==> src/hdl/nsr_pkg.sv <==
// shared types and constants of the newton square root unit
// no dependencies
package nsr_pkg;
  localparam int unsigned FracBits  = 16;
  localparam int unsigned ValueBits = 32;
  localparam int unsigned DivBits   = ValueBits + FracBits;
  localparam int unsigned GuessBits = 50;
  localparam int unsigned RootBits  = 25;
  localparam int unsigned EpsBits   = 16;
  localparam int unsigned IterBits  = 6;
  localparam int unsigned CntBits   = 6;
  localparam int unsigned SqBits    = 2 * GuessBits;

  localparam logic [1:0] StatusConverged = 2'd0;
  localparam logic [1:0] StatusZero      = 2'd1;
  localparam logic [1:0] StatusLimit     = 2'd2;

  localparam logic RegEpsilon = 1'b0;
  localparam logic RegLimit   = 1'b1;

  typedef struct packed {
    logic load;
    logic div_start;
    logic update;
    logic sq_lo;
    logic sq_hi;
    logic check;
  } nsr_cmd_t;

  typedef struct packed {
    logic div_done;
    logic is_zero;
    logic within_eps;
  } nsr_status_t;
endpackage

==> src/hdl/nsr_controller.sv <==
// controller: sequences load, division, update, square and check per iteration
// depends on nsr_pkg
module nsr_controller (
  input  logic                             clk_i,
  input  logic                             rst_ni,
  input  logic                             in_valid,
  output logic                             in_stall,
  output logic                             out_valid,
  input  logic                             out_stall,
  input  logic [nsr_pkg::IterBits-1:0]     limit_i,
  output nsr_pkg::nsr_cmd_t                cmd_o,
  input  nsr_pkg::nsr_status_t             sts_i,
  output logic [nsr_pkg::IterBits-1:0]     iterations_o,
  output logic [1:0]                       status_o
);
  typedef enum logic [7:0] {
    StIdle  = 8'b00000001,
    StLoad  = 8'b00000010,
    StDiv   = 8'b00000100,
    StWait  = 8'b00001000,
    StSqLo  = 8'b00010000,
    StSqHi  = 8'b00100000,
    StCheck = 8'b01000000,
    StDone  = 8'b10000000
  } state_e;

  state_e state_q, state_d;
  logic [nsr_pkg::CntBits-1:0] n_q, n_d, lim;
  logic [1:0] st_q, st_d;

  assign lim = (limit_i == '0) ? nsr_pkg::CntBits'(1) : limit_i;

  always_comb begin
    state_d = state_q;
    n_d     = n_q;
    st_d    = st_q;
    cmd_o   = '0;
    unique case (state_q)
      StIdle: if (in_valid) begin
        cmd_o.load = 1'b1;
        state_d = StLoad;
      end
      StLoad: begin
        n_d = '0;
        if (sts_i.is_zero) begin
          st_d = nsr_pkg::StatusZero;
          state_d = StDone;
        end else begin
          cmd_o.div_start = 1'b1;
          n_d = nsr_pkg::CntBits'(1);
          state_d = StDiv;
        end
      end
      StDiv: state_d = StWait;
      StWait: if (sts_i.div_done) begin
        cmd_o.update = 1'b1;
        state_d = StSqLo;
      end
      StSqLo: begin
        cmd_o.sq_lo = 1'b1;
        cmd_o.sq_hi = 1'b1;
        state_d = StSqHi;
      end
      StSqHi: begin
        cmd_o.check = 1'b1;
        state_d = StCheck;
      end
      StCheck: begin
        if (sts_i.within_eps) begin
          st_d = nsr_pkg::StatusConverged;
          state_d = StDone;
        end else if (n_q >= lim) begin
          st_d = nsr_pkg::StatusLimit;
          state_d = StDone;
        end else begin
          cmd_o.div_start = 1'b1;
          n_d = n_q + nsr_pkg::CntBits'(1);
          state_d = StDiv;
        end
      end
      StDone: if (!out_stall) state_d = StIdle;
      default: state_d = StIdle;
    endcase
  end

  always_ff @(posedge clk_i or negedge rst_ni) begin
    if (!rst_ni) begin
      state_q <= StIdle;
      n_q     <= '0;
      st_q    <= nsr_pkg::StatusConverged;
    end else begin
      state_q <= state_d;
      n_q     <= n_d;
      st_q    <= st_d;
    end
  end

  assign in_stall     = (state_q != StIdle);
  assign out_valid    = (state_q == StDone);
  assign iterations_o = n_q;
  assign status_o     = st_q;
endmodule

==> config.mk <==
export PLATFORM = sky130hd
export DESIGN_NAME = nsr_controller
export DESIGN_NICKNAME = d
export VERILOG_FILES = /design/src/hdl/nsr_pkg.sv /design/src/hdl/nsr_controller.sv
export SDC_FILE = /design/constraint.sdc
export NUM_CORES = 1
export LEC_CHECK = 0
export BUFFER_PORTS_ARGS = -buffer_cell sky130_fd_sc_hd__buf_2
export CORE_ASPECT_RATIO = 0.8
export CORE_MARGIN = 1
export CORE_UTILIZATION = 28
export DETAILED_ROUTE_END_ITERATION = 10
export PLACE_DENSITY_LB_ADDON = 0.08
export SLEW_MARGIN = 0
export SYNTH_ARGS = -nofsm -noshare
export SYNTH_HDL_FRONTEND = slang
export SYNTH_SLANG_ARGS = --single-unit
==> constraint.sdc <==
create_clock -name clk_i -period 5.98 [get_ports clk_i]
set_input_delay 0.299 -clock clk_i [delete_from_list [all_inputs] [get_ports clk_i]]
set_output_delay 0.299 -clock clk_i [all_outputs]
set_load 0.01 [all_outputs]
==> results by group <==
Worst setup path
  – Worst-path maximum fanout: 10
  – CP arrival: 2310 ps
  – Startpoint Class: register
  – Critical path required time: 5680 ps
  – Worst Setup End Kind: output port
  – WS Path Type: register to output port
  – Worst Setup SP: iterations_o[5]
  – Reg2reg start: iterations_o[5]

Final layout
  – Synthesis-to-finish area growth: 22.6%
  – Most frequent cells in the layout: 28 x buf_2, 15 x dfrtp_1, 11 x nand2_1
  – Share of cells above drive strength 1: 23.4%
  – Commonest non-fill, non-tap cell in the layout: buf_2
  – ANT cells: 0
  – Count of non-filler cells in the finished layout: 209
  – Final Net Count: 175

Clock tree
  – Clk buf depth: 2
  – Root Driver: clkbuf_8
  – CTS sink cnt: 16
  – H-tree depth: 1
  – Clock latency on the worst-skew pair: 250 ps
  – CTS clk-pin slew, worst paths: 60 ps
  – CTS buffer count: 3
  – Post-CTS setup repair buffer count: 0
  – CTS tree: built

Detailed routing
  – DRT Pass-1 Iters: 4
  – Final wirelength: 2.73 mm
  – Drt drc: 0
  – DRT iter0 DRCs: 58
  – Post-DR wirelength/cell: 13.1 µm
  – Drt via density: 4.89
  – Post-route ant nets: 0
  – Vias after detailed routing: 1023

Global routing
  – Vias in the first global route: 883
  – Largest net degree at the start of global routing: 17
  – Total GRT Usage: 13.9%
  – GRT overflow: 0
  – Initial antenna violation count: 0
  – First-pass GRT wire length: 4.39 mm

Floorplan
  – Core Region: 3780 µm²
  – Starting density of the core: 29.2%
  – Die ar.: 4200 µm²
  – Site Rows: 20
  – IO Pins: 29
  – Die Y: 58.2 µm
  – Die W: 72.2 µm

Power
  – Comb pwr share: 39.1%
  – Psw: 0.159 mW
  – Switching share of total power: 39.6%
  – Post-layout power: 0.402 mW
  – Internal power: 0.242 mW
  – Leakage power: 0.676 nW
  – Maximum vdd drop: 0.133 mV
  – Seq pwr share: 39.9%
  – Power per standard cell area: 297 nW/µm²
  – Clk pwr share: 21.1%

STA
  – Setup TNS Final: 0 ps
  – Final hold violation count: 0
  – Setup-failing EPs final: 0
  – Slew headroom: 58.3%
  – Unrepaired setup endpoints after global routing: no
  – Max Clock Freq: 383 MHz
  – Clock skew: 1.97 ps
  – Final Cycle Share: 43.7%
  – Slew Limit Fails: 0
  – Min Clock Period, post-route: 2610 ps
  – Worst-margin pin slew: 621 ps

Logic synthesis
  – Synth Net Count: 144
  – Synth top area cells: dfrtp_1 34%, ha_1 7.9%, nand3_1 4.1%, nor3b_1 4.1%, nand2_1 3.7%
  – Ys async rst share: 100%
  – Synth cell types: 40
  – Synth top area share: 34.0%
  – EDFF count, synth: 0
  – Leading area contributor after synthesis: dfrtp_1
  – Top_reg_cell synth: dfrtp_1
  – Mapped cell area: 1100 µm²
  – Post-Syn Area per Cell: 8.90 µm²
  – Seq/Total Area, Yosys: 36.4%
  – Warnings from Yosys: 0
  – Register bit total from synthesis: 16
  – Syn Inst Count: 124

Worst hold path
  – Hold Path Class: input pin to register
  – Hold Startpoint: in_valid

Place
  – Port-buffer cells: 28
  – GP Congestion: 0.798
  – Placed wire-length estimate: 2.11 mm
  – Placed Instances: 204

Flow run
  – # Max-Cap Violations: 0

Run status
  – Outcome: finished clean
worst paths after layout:
kind / cells after the start / slack [ps] / endpoint
min reg2reg: 1 / 510 / status_o[1]
max in group asynchronous: 2 / 5170 / state_q[0]
max: 6 / 3370 / cmd_o[4]
min in group asynchronous: 2 / 500 / state_q[4]
min: 2 / 270 / state_q[1]
max reg2reg: 6 / 3680 / iterations_o[4]
registers in the layout, indices dropped and copies added, names as in the netlist:
register	flops
status_o	2
iterations_o	6
state_q	8
power by group through the flow:
stage / combinational [mW] / sequential, mW / clock, mW
CTS: 0.158 / 0.160 / 0.0877
detailed placement: 0.157 / 0.162 / 0
global placement: 0.155 / 0.162 / 0
floorplan: 0.110 / 0.154 / 0
global route: 0.178 / 0.164 / 0.0931
finish: 0.157 / 0.160 / 0.0845
final cells by class:
type / count / area, µm²
Timing Repair Buffer: 29 / 150
Inverter: 8 / 30.0
Sequential cell: 16 / 402
Clock buffer: 4 / 45.0
Tap cell: 55 / 68.8
Multi-Input combinational cell: 97 / 657
Fill cell: 392 / 2430
timing repair:
| item | 4_1_cts | 5_1_grt |
|---|---|---|
| gates resized for setup | 0 | 0 |
| endpoints found under the hold margin | 15 | 0 |
| hold buffers | 1 | 0 |
kinds of logic after synthesis:
logic type | after synthesis | share of synthesized area [%]
and+or+nand+nor | 58 | 31.3
AOI/OAI and AO/OA | 28 | 16.9
DFF | 16 | 36.4
buffers and inverters | 11 | 4.08
adders and majority gates | 7 | 7.94
xor gates and xnor gates | 2 | 1.59
muxes | 2 | 1.81
synthesized netlist by cell type (3+ instances only):
| cell type | count |
|---|---|
| nor2b_1 | 4 |
| a21oi_1 | 3 |
| nand2_1 | 11 |
| o211ai_1 | 4 |
| nor2_1 | 7 |
| o21ai_0 | 8 |
| dfrtp_1 | 15 |
| nand3_1 | 9 |
| nor3b_1 | 6 |
| and3_1 | 5 |
| inv_1 | 8 |
| or4_1 | 3 |
| ha_1 | 7 |
worst max-delay path, cell delays in order, from the launching register on:
cell     delay [ps]
dfrtp_1         420
ha_1            350
a211o_1         300
a31oi_1         250
o21ai_1         300
o21ai_0         280
buf_2           170
layer usage:
metal  wire length (µm)  track usage, %  up-vias
met5                  0               0        -
met4                 18            3.36        0
met3                142            4.52        2
met2               1050            17.9       29
met1               1520            21.7      475
li1                   -               -      517
metrics by stage:
step	setup WS [ps]	hold WS, ps	util (%)	area, µm²
floorplan	3880	3.41	-	1100
global placement	3710	241	34.3	1300
detailed placement	3620	253	34.3	1300
CTS	3360	264	35.8	1350
global route	3200	275	35.8	1350
finish	3370	266	35.8	1350
Note: power is estimated with default switching activity, not from simulation.
