--- src/hdl/nsr_pkg.sv ---
// shared types and constants of the newton square root unit
// no dependencies
package nsr_pkg;
  localparam int unsigned FracBits  = 16;
  localparam int unsigned ValueBits = 32;
  localparam int unsigned DivBits   = ValueBits + FracBits;
  localparam int unsigned GuessBits = 50;
  localparam int unsigned RootBits  = 25;
  localparam int unsigned EpsBits   = 16;
  localparam int unsigned IterBits  = 6;
  localparam int unsigned CntBits   = 6;
  localparam int unsigned SqBits    = 2 * GuessBits;

  localparam logic [1:0] StatusConverged = 2'd0;
  localparam logic [1:0] StatusZero      = 2'd1;
  localparam logic [1:0] StatusLimit     = 2'd2;

  localparam logic RegEpsilon = 1'b0;
  localparam logic RegLimit   = 1'b1;

  typedef struct packed {
    logic load;
    logic div_start;
    logic update;
    logic sq_lo;
    logic sq_hi;
    logic check;
  } nsr_cmd_t;

  typedef struct packed {
    logic div_done;
    logic is_zero;
    logic within_eps;
  } nsr_status_t;
endpackage

--- src/hdl/nsr_datapath.sv ---
// datapath: operand, guess, radix-2 divider, split squarer, error compare
// depends on nsr_pkg
module nsr_datapath (
  input  logic                                clk_i,
  input  logic                                rst_ni,
  input  nsr_pkg::nsr_cmd_t                   cmd_i,
  output nsr_pkg::nsr_status_t                sts_o,
  input  logic [nsr_pkg::ValueBits-1:0]       value_i,
  input  logic [nsr_pkg::EpsBits-1:0]         epsilon_i,
  output logic [nsr_pkg::RootBits-1:0]        root_o
);
  localparam int unsigned GB = nsr_pkg::GuessBits;
  localparam int unsigned DB = nsr_pkg::DivBits;
  localparam int unsigned HB = GB - 25;
  localparam int unsigned SB = nsr_pkg::SqBits;

  logic [nsr_pkg::ValueBits-1:0] v_q;
  logic [GB-1:0] g_q, g_d;
  logic [DB-1:0] dsh_q;
  logic [GB:0]   rem_q;
  logic [GB-1:0] quo_q;
  logic          sat_q, dbusy_q;
  logic [6:0]    dcnt_q;
  logic [GB-1:0] quo_sh;
  logic [GB+1:0] rem_sh;
  logic [GB:0]   gsum;
  logic [GB-HB-1:0] g_lo;
  logic [HB-1:0]    g_hi;
  logic [2*HB-1:0]  pll_q, plh_q, phh_q;
  logic [nsr_pkg::SqBits-1:0] sq_full;
  logic [63:0]   sq;
  logic [63:0]   err;
  logic          eps_q;

  assign rem_sh = {rem_q, dsh_q[DB-1]};
  assign quo_sh = {quo_q[GB-2:0], 1'b0};

  always_ff @(posedge clk_i or negedge rst_ni) begin
    if (!rst_ni) begin
      dbusy_q <= 1'b0;
      dcnt_q  <= '0;
    end else if (cmd_i.div_start) begin
      dbusy_q <= 1'b1;
      dcnt_q  <= 7'(DB);
    end else if (dbusy_q) begin
      dcnt_q <= dcnt_q - 7'd1;
      if (dcnt_q == 7'd1) dbusy_q <= 1'b0;
    end
  end

  always_ff @(posedge clk_i) begin
    if (cmd_i.div_start) begin
      dsh_q <= {v_q, {nsr_pkg::FracBits{1'b0}}};
      rem_q <= '0;
      quo_q <= '0;
      sat_q <= 1'b0;
    end else if (dbusy_q) begin
      dsh_q <= {dsh_q[DB-2:0], 1'b0};
      if (quo_q[GB-1]) sat_q <= 1'b1;
      if (rem_sh >= {2'b00, g_q}) begin
        rem_q <= (GB+1)'(rem_sh - {2'b00, g_q});
        quo_q <= quo_sh | GB'(1);
      end else begin
        rem_q <= rem_sh[GB:0];
        quo_q <= quo_sh;
      end
    end
  end

  assign gsum = {1'b0, g_q} + {1'b0, (sat_q ? {GB{1'b1}} : quo_q)};

  always_comb begin
    g_d = gsum[GB:1];
    if (g_d == '0) g_d = GB'(1);
  end

  assign g_lo = g_q[GB-HB-1:0];
  assign g_hi = g_q[GB-1:GB-HB];

  always_ff @(posedge clk_i) begin
    if (cmd_i.load) begin
      v_q <= value_i;
      g_q <= (value_i[nsr_pkg::ValueBits-1:1] == '0) ? GB'(1)
           : GB'(value_i[nsr_pkg::ValueBits-1:1]);
    end else if (cmd_i.update) begin
      g_q <= g_d;
    end
    if (cmd_i.sq_lo) begin
      pll_q <= g_lo * g_lo;
      plh_q <= g_lo * g_hi;
    end
    if (cmd_i.sq_hi) phh_q <= g_hi * g_hi;
  end

  // g^2 = lo^2 + 2 lo hi 2^25 + hi^2 2^50
  assign sq_full = SB'(pll_q) + (SB'(plh_q) << (GB - HB + 1))
                 + (SB'(phh_q) << (2 * (GB - HB)));

  always_comb begin
    sq = (sq_full[nsr_pkg::SqBits-1:64 + nsr_pkg::FracBits] != '0) ? '1
       : sq_full[63 + nsr_pkg::FracBits:nsr_pkg::FracBits];
    err = (sq > 64'(v_q)) ? sq - 64'(v_q) : 64'(v_q) - sq;
  end

  always_ff @(posedge clk_i) begin
    if (cmd_i.check) eps_q <= (err <= 64'(epsilon_i));
  end

  assign sts_o.div_done   = ~dbusy_q & ~cmd_i.div_start;
  assign sts_o.is_zero    = (v_q == '0);
  assign sts_o.within_eps = eps_q;
  assign root_o = (v_q == '0) ? '0
                : (g_q[GB-1:nsr_pkg::RootBits] != '0) ? '1
                : g_q[nsr_pkg::RootBits-1:0];
endmodule

--- config.mk ---
export PLATFORM = sky130hd
export DESIGN_NAME = nsr_datapath
export DESIGN_NICKNAME = d
export VERILOG_FILES = /design/src/hdl/nsr_pkg.sv /design/src/hdl/nsr_datapath.sv
export SDC_FILE = /design/constraint.sdc
export NUM_CORES = 2
export LEC_CHECK = 0
export ABC_AREA = 1
export BUFFER_PORTS_ARGS = -buffer_cell sky130_fd_sc_hd__buf_4
export CORE_UTILIZATION = 50
export DETAILED_ROUTE_END_ITERATION = 10
export GPL_ROUTABILITY_DRIVEN = 0
export MAX_ROUTING_LAYER = met4
export PLACE_DENSITY = 0.75
export SYNTH_ARGS = -nofsm -noshare
export SYNTH_HDL_FRONTEND = slang
export SYNTH_SLANG_ARGS = --single-unit
--- constraint.sdc ---
create_clock -name clk_i -period 9.25 [get_ports clk_i]
set_input_delay 1.85 -clock clk_i [delete_from_list [all_inputs] [get_ports clk_i]]
set_output_delay 1.85 -clock clk_i [all_outputs]
set_load 0.005 [all_outputs]
==> results.py <==
metrics = {
    "outcome": {
        "status": "complete, but fails checks",
        "violations": "DRC",
    },
    "min_path": {
        "hp-class": "flop to flop",
        "hold_end": "rem_q[29]",
        "hp-start": "rem_q[29]",
        "holdPathStages": 2,
    },
    "clock_tree": {
        "postCtsHoldBufs": 0,
        "cts_tree": "built",
        "cts.sinks": 358,
        "post_cts_buffers": 0,
        "cts_root_buf": "clkbuf_16",
        "htreeDepth": 2,
        "clk_latency_ns": 0.66,
        "clk_pin_slew_ns": 0.06,
        "numCtsBuffers": 44,
        "cts-resized-gates": 0,
        "cts_buffer_depth": 3,
    },
    "timing": {
        "slew_viol_final": 0,
        "period_minus_slack_ns": 8.904,
        "max_clock_freq_mhz": 112.3,
        "worst_slack_ns": 0.3462,
        "max_slew.worst_pin.slew_ns": 1.352,
        "rsz0062_at_grt": "false",
        "setup_viol": 0,
        "fin_skew_ns": 0.04811,
        "fin_setup_tns_ns": 0,
        "slew-limit-headroom_pct": 9.893,
        "finalCritPeriodShare_pct": 96.26,
        "hold_violations": 0,
    },
    "drt": {
        "ant_nets": 0,
        "drt-pass1-iter-count": 11,
        "wire_per_inst_um": 19.14,
        "drtIter0Drc": 7872,
        "vias_per_cell": 5.456,
        "routed_wl_um": 260900,
        "route.detailed.drc": 1,
        "route.vias.total": 74390,
    },
    "grt": {
        "grt_use_total_pct": 30.84,
        "top_usage_layer": "met2",
        "antenna_found_initial": 35,
        "grt_pass1_wl_um": 409800,
        "grt_start_max_net_pins": 83,
        "grt_overflow": 0,
        "grt_util_met1_pct": 37.61,
        "grt_pass1_vias": 76620,
        "grtUsageMet3_pct": 8.039,
        "met2_usage_pct": 48.03,
    },
    "logic_synthesis": {
        "synthesis.area_um2": 86560,
        "async_reset_ff_share_pct": 2.235,
        "synth_edf_count": 248,
        "ys.warnings.count": 0,
        "avgSynthCellArea_um2": 7.601,
        "syn-num-nets": 13690,
        "synth_cells": 11390,
        "synth_cell_type_count": 64,
        "synth_sequential_area_ratio_pct": 11.19,
        "ys_seq_elements": 358,
        "ys.flop_type": "edfxtp_1",
    },
    "run": {
        "cap_violations": 0,
    },
    "floorplanning": {
        "die_h_um": 418.1,
        "fp.dieArea_um2": 174800,
        "initial_utilization_pct": 50.40,
        "rows": 152,
        "die_width_um": 418.1,
        "pin_count": 84,
        "core_um2": 171700,
    },
    "placed_design": {
        "port_buffers": 83,
        "dp_slack_ns": 0.6774,
        "place_area_um2": 89650,
        "hpwl_um": 213500,
    },
    "critical_path": {
        "cp_common_cell": "fa_1",
        "slowest_delay_ns": 1.08,
        "endpoint_kind": "flop",
        "crit_slowest_cell": "edfxtp_1",
        "critPathMaxFanout": 18,
        "worst_setup_path_start_kind": "flop",
        "critPathRequiredTime_ns": 9.57,
        "reg2reg_from": "g_q[2]",
        "r2r-end": "plh_q[48]",
        "critPathKind": "flop to flop",
        "critical_path_arrival_ns": 9.22,
        "r2r_setup_slack_ns": 0.35,
        "reg2reg_depth": 29,
    },
    "finish": {
        "syn2layout_area_growth_pct": 5.319,
        "drive_gt1_share_pct": 3.356,
        "layout_common_cells": "inv_1, nand2_1, fa_1",
        "fin_area_um2": 91160,
        "layout_commonest_cell": "inv_1",
        "num-nets-final": 13570,
    },
}
==> cell families (layout without fill, tap and decap cells) <==
group / after synthesis / count (layout) / share of synthesized area, %
buf+inv: 3581 / 3486 / 15.60
simple gates: 3731 / 3731 / 17.34
compound gates: 1137 / 1137 / 7.324
xor+xnor: 327 / 327 / 3.309
fa+ha+maj: 2251 / 2251 / 45.22
flops: 358 / 358 / 11.19
other cells: 0 / 31 / 0
mux: 2 / 2 / 0.02313
==> critical path, delay by kind of cell, from the launching register on <==
kind                     cells  cell delay [ns]
AO/OA/AOI/OAI               10             2.19
XOR/XNOR                     1             0.62
adder cells (fa/ha/maj)      8             3.42
buffers and inverters        5             0.68
flip-flops                   1             1.08
AND/OR/NAND/NOR              5             0.55
==> how the worst max path moves through the flow <==
stage	from	depth (start not counted)	slack, ns	end
2_1_floorplan	g_q[41]	28	1.91	phh_q[45]
3_3_place_gp	g_q[2]	29	0.67	plh_q[48]
3_5_place_dp	g_q[2]	29	0.68	plh_q[48]
4_1_cts	g_q[2]	29	0.63	plh_q[48]
5_1_grt	g_q[2]	29	0.07	plh_q[48]
6_report	g_q[2]	29	0.35	plh_q[48]
==> state kept, by name, indices dropped and copies added (netlist names) <==
register,count
dbusy_q,1
dcnt_q,7
dsh_q,32
eps_q,1
g_q,50
phh_q,49
plh_q,50
pll_q,34
quo_q,50
rem_q,51
sat_q,1
v_q,32
==> Yosys cell counts, drive strengths merged (2+ instances only) <==
library cell     n  area [um^2]
o21ai          336         1685
buf             49        241.5
dfrtp            8        200.2
mux2i            2        20.02
nand3          195         1011
nand2         2701        10160
nor4            36        225.2
o21bai          17        127.6
fa            1462        29270
nand3b          21        157.7
a2111oi          2        17.52
a21oi          502         2512
a21o            18        135.1
or2              9        56.30
o311ai           3        26.28
xnor2          130         1139
and3             8        50.05
o211a            2        20.02
a31o             3        26.28
clkinv           5        18.77
o21a            26        195.2
o22ai           60        375.4
a211oi           4        30.03
and2             8        50.05
clkbuf         337         1265
a41oi            2        17.52
a221oi           3        26.28
xor2           197         1725
dfxtp          102         2042
a221o            2        20.02
inv           3190        11970
nand4           69        462.9
o221a            2        22.52
o221ai          14        122.6
nor3b            3        22.52
o2111ai          4        35.03
a21boi           8        60.06
ha             789         9872
nor3            44        251.5
nor2           635         2539
o211ai          27        202.7
edfxtp         248         7447
o31ai           15        112.6
a32o             6        60.06
a31oi           80        500.5
==> per-layer routing <==
layer	part of all wire, %	wire length [um]
met2	45	117700
met3	12	32160
met4	5.2	13690
met1	37	97420
met5	0	0
==> layout make-up <==
type	instances	area, um^2
antenna	31	77.57
clock buffer	58	1164
clock inverter	22	250.2
fill	15640	80570
inverter	3195	11990
multi-input combinational	7448	63390
sequential	358	9689
tap	2310	2890
timing repair buffer	211	1709
==> through the flow <==
step	instances	util [%]	hold slack (ns)
final	13630	53.08	0.4820
after global routing	13630	53.07	0.5164
after global placement	13520	52.20	0.4625
after CTS	13600	53.03	0.4827
after floorplan	11390	-	0.4451
after detailed placement	13520	52.20	0.4733
Power is left out: the tool's default activity adds up to more than one toggle a clock period on the data nets, which glitch-free logic cannot reach.
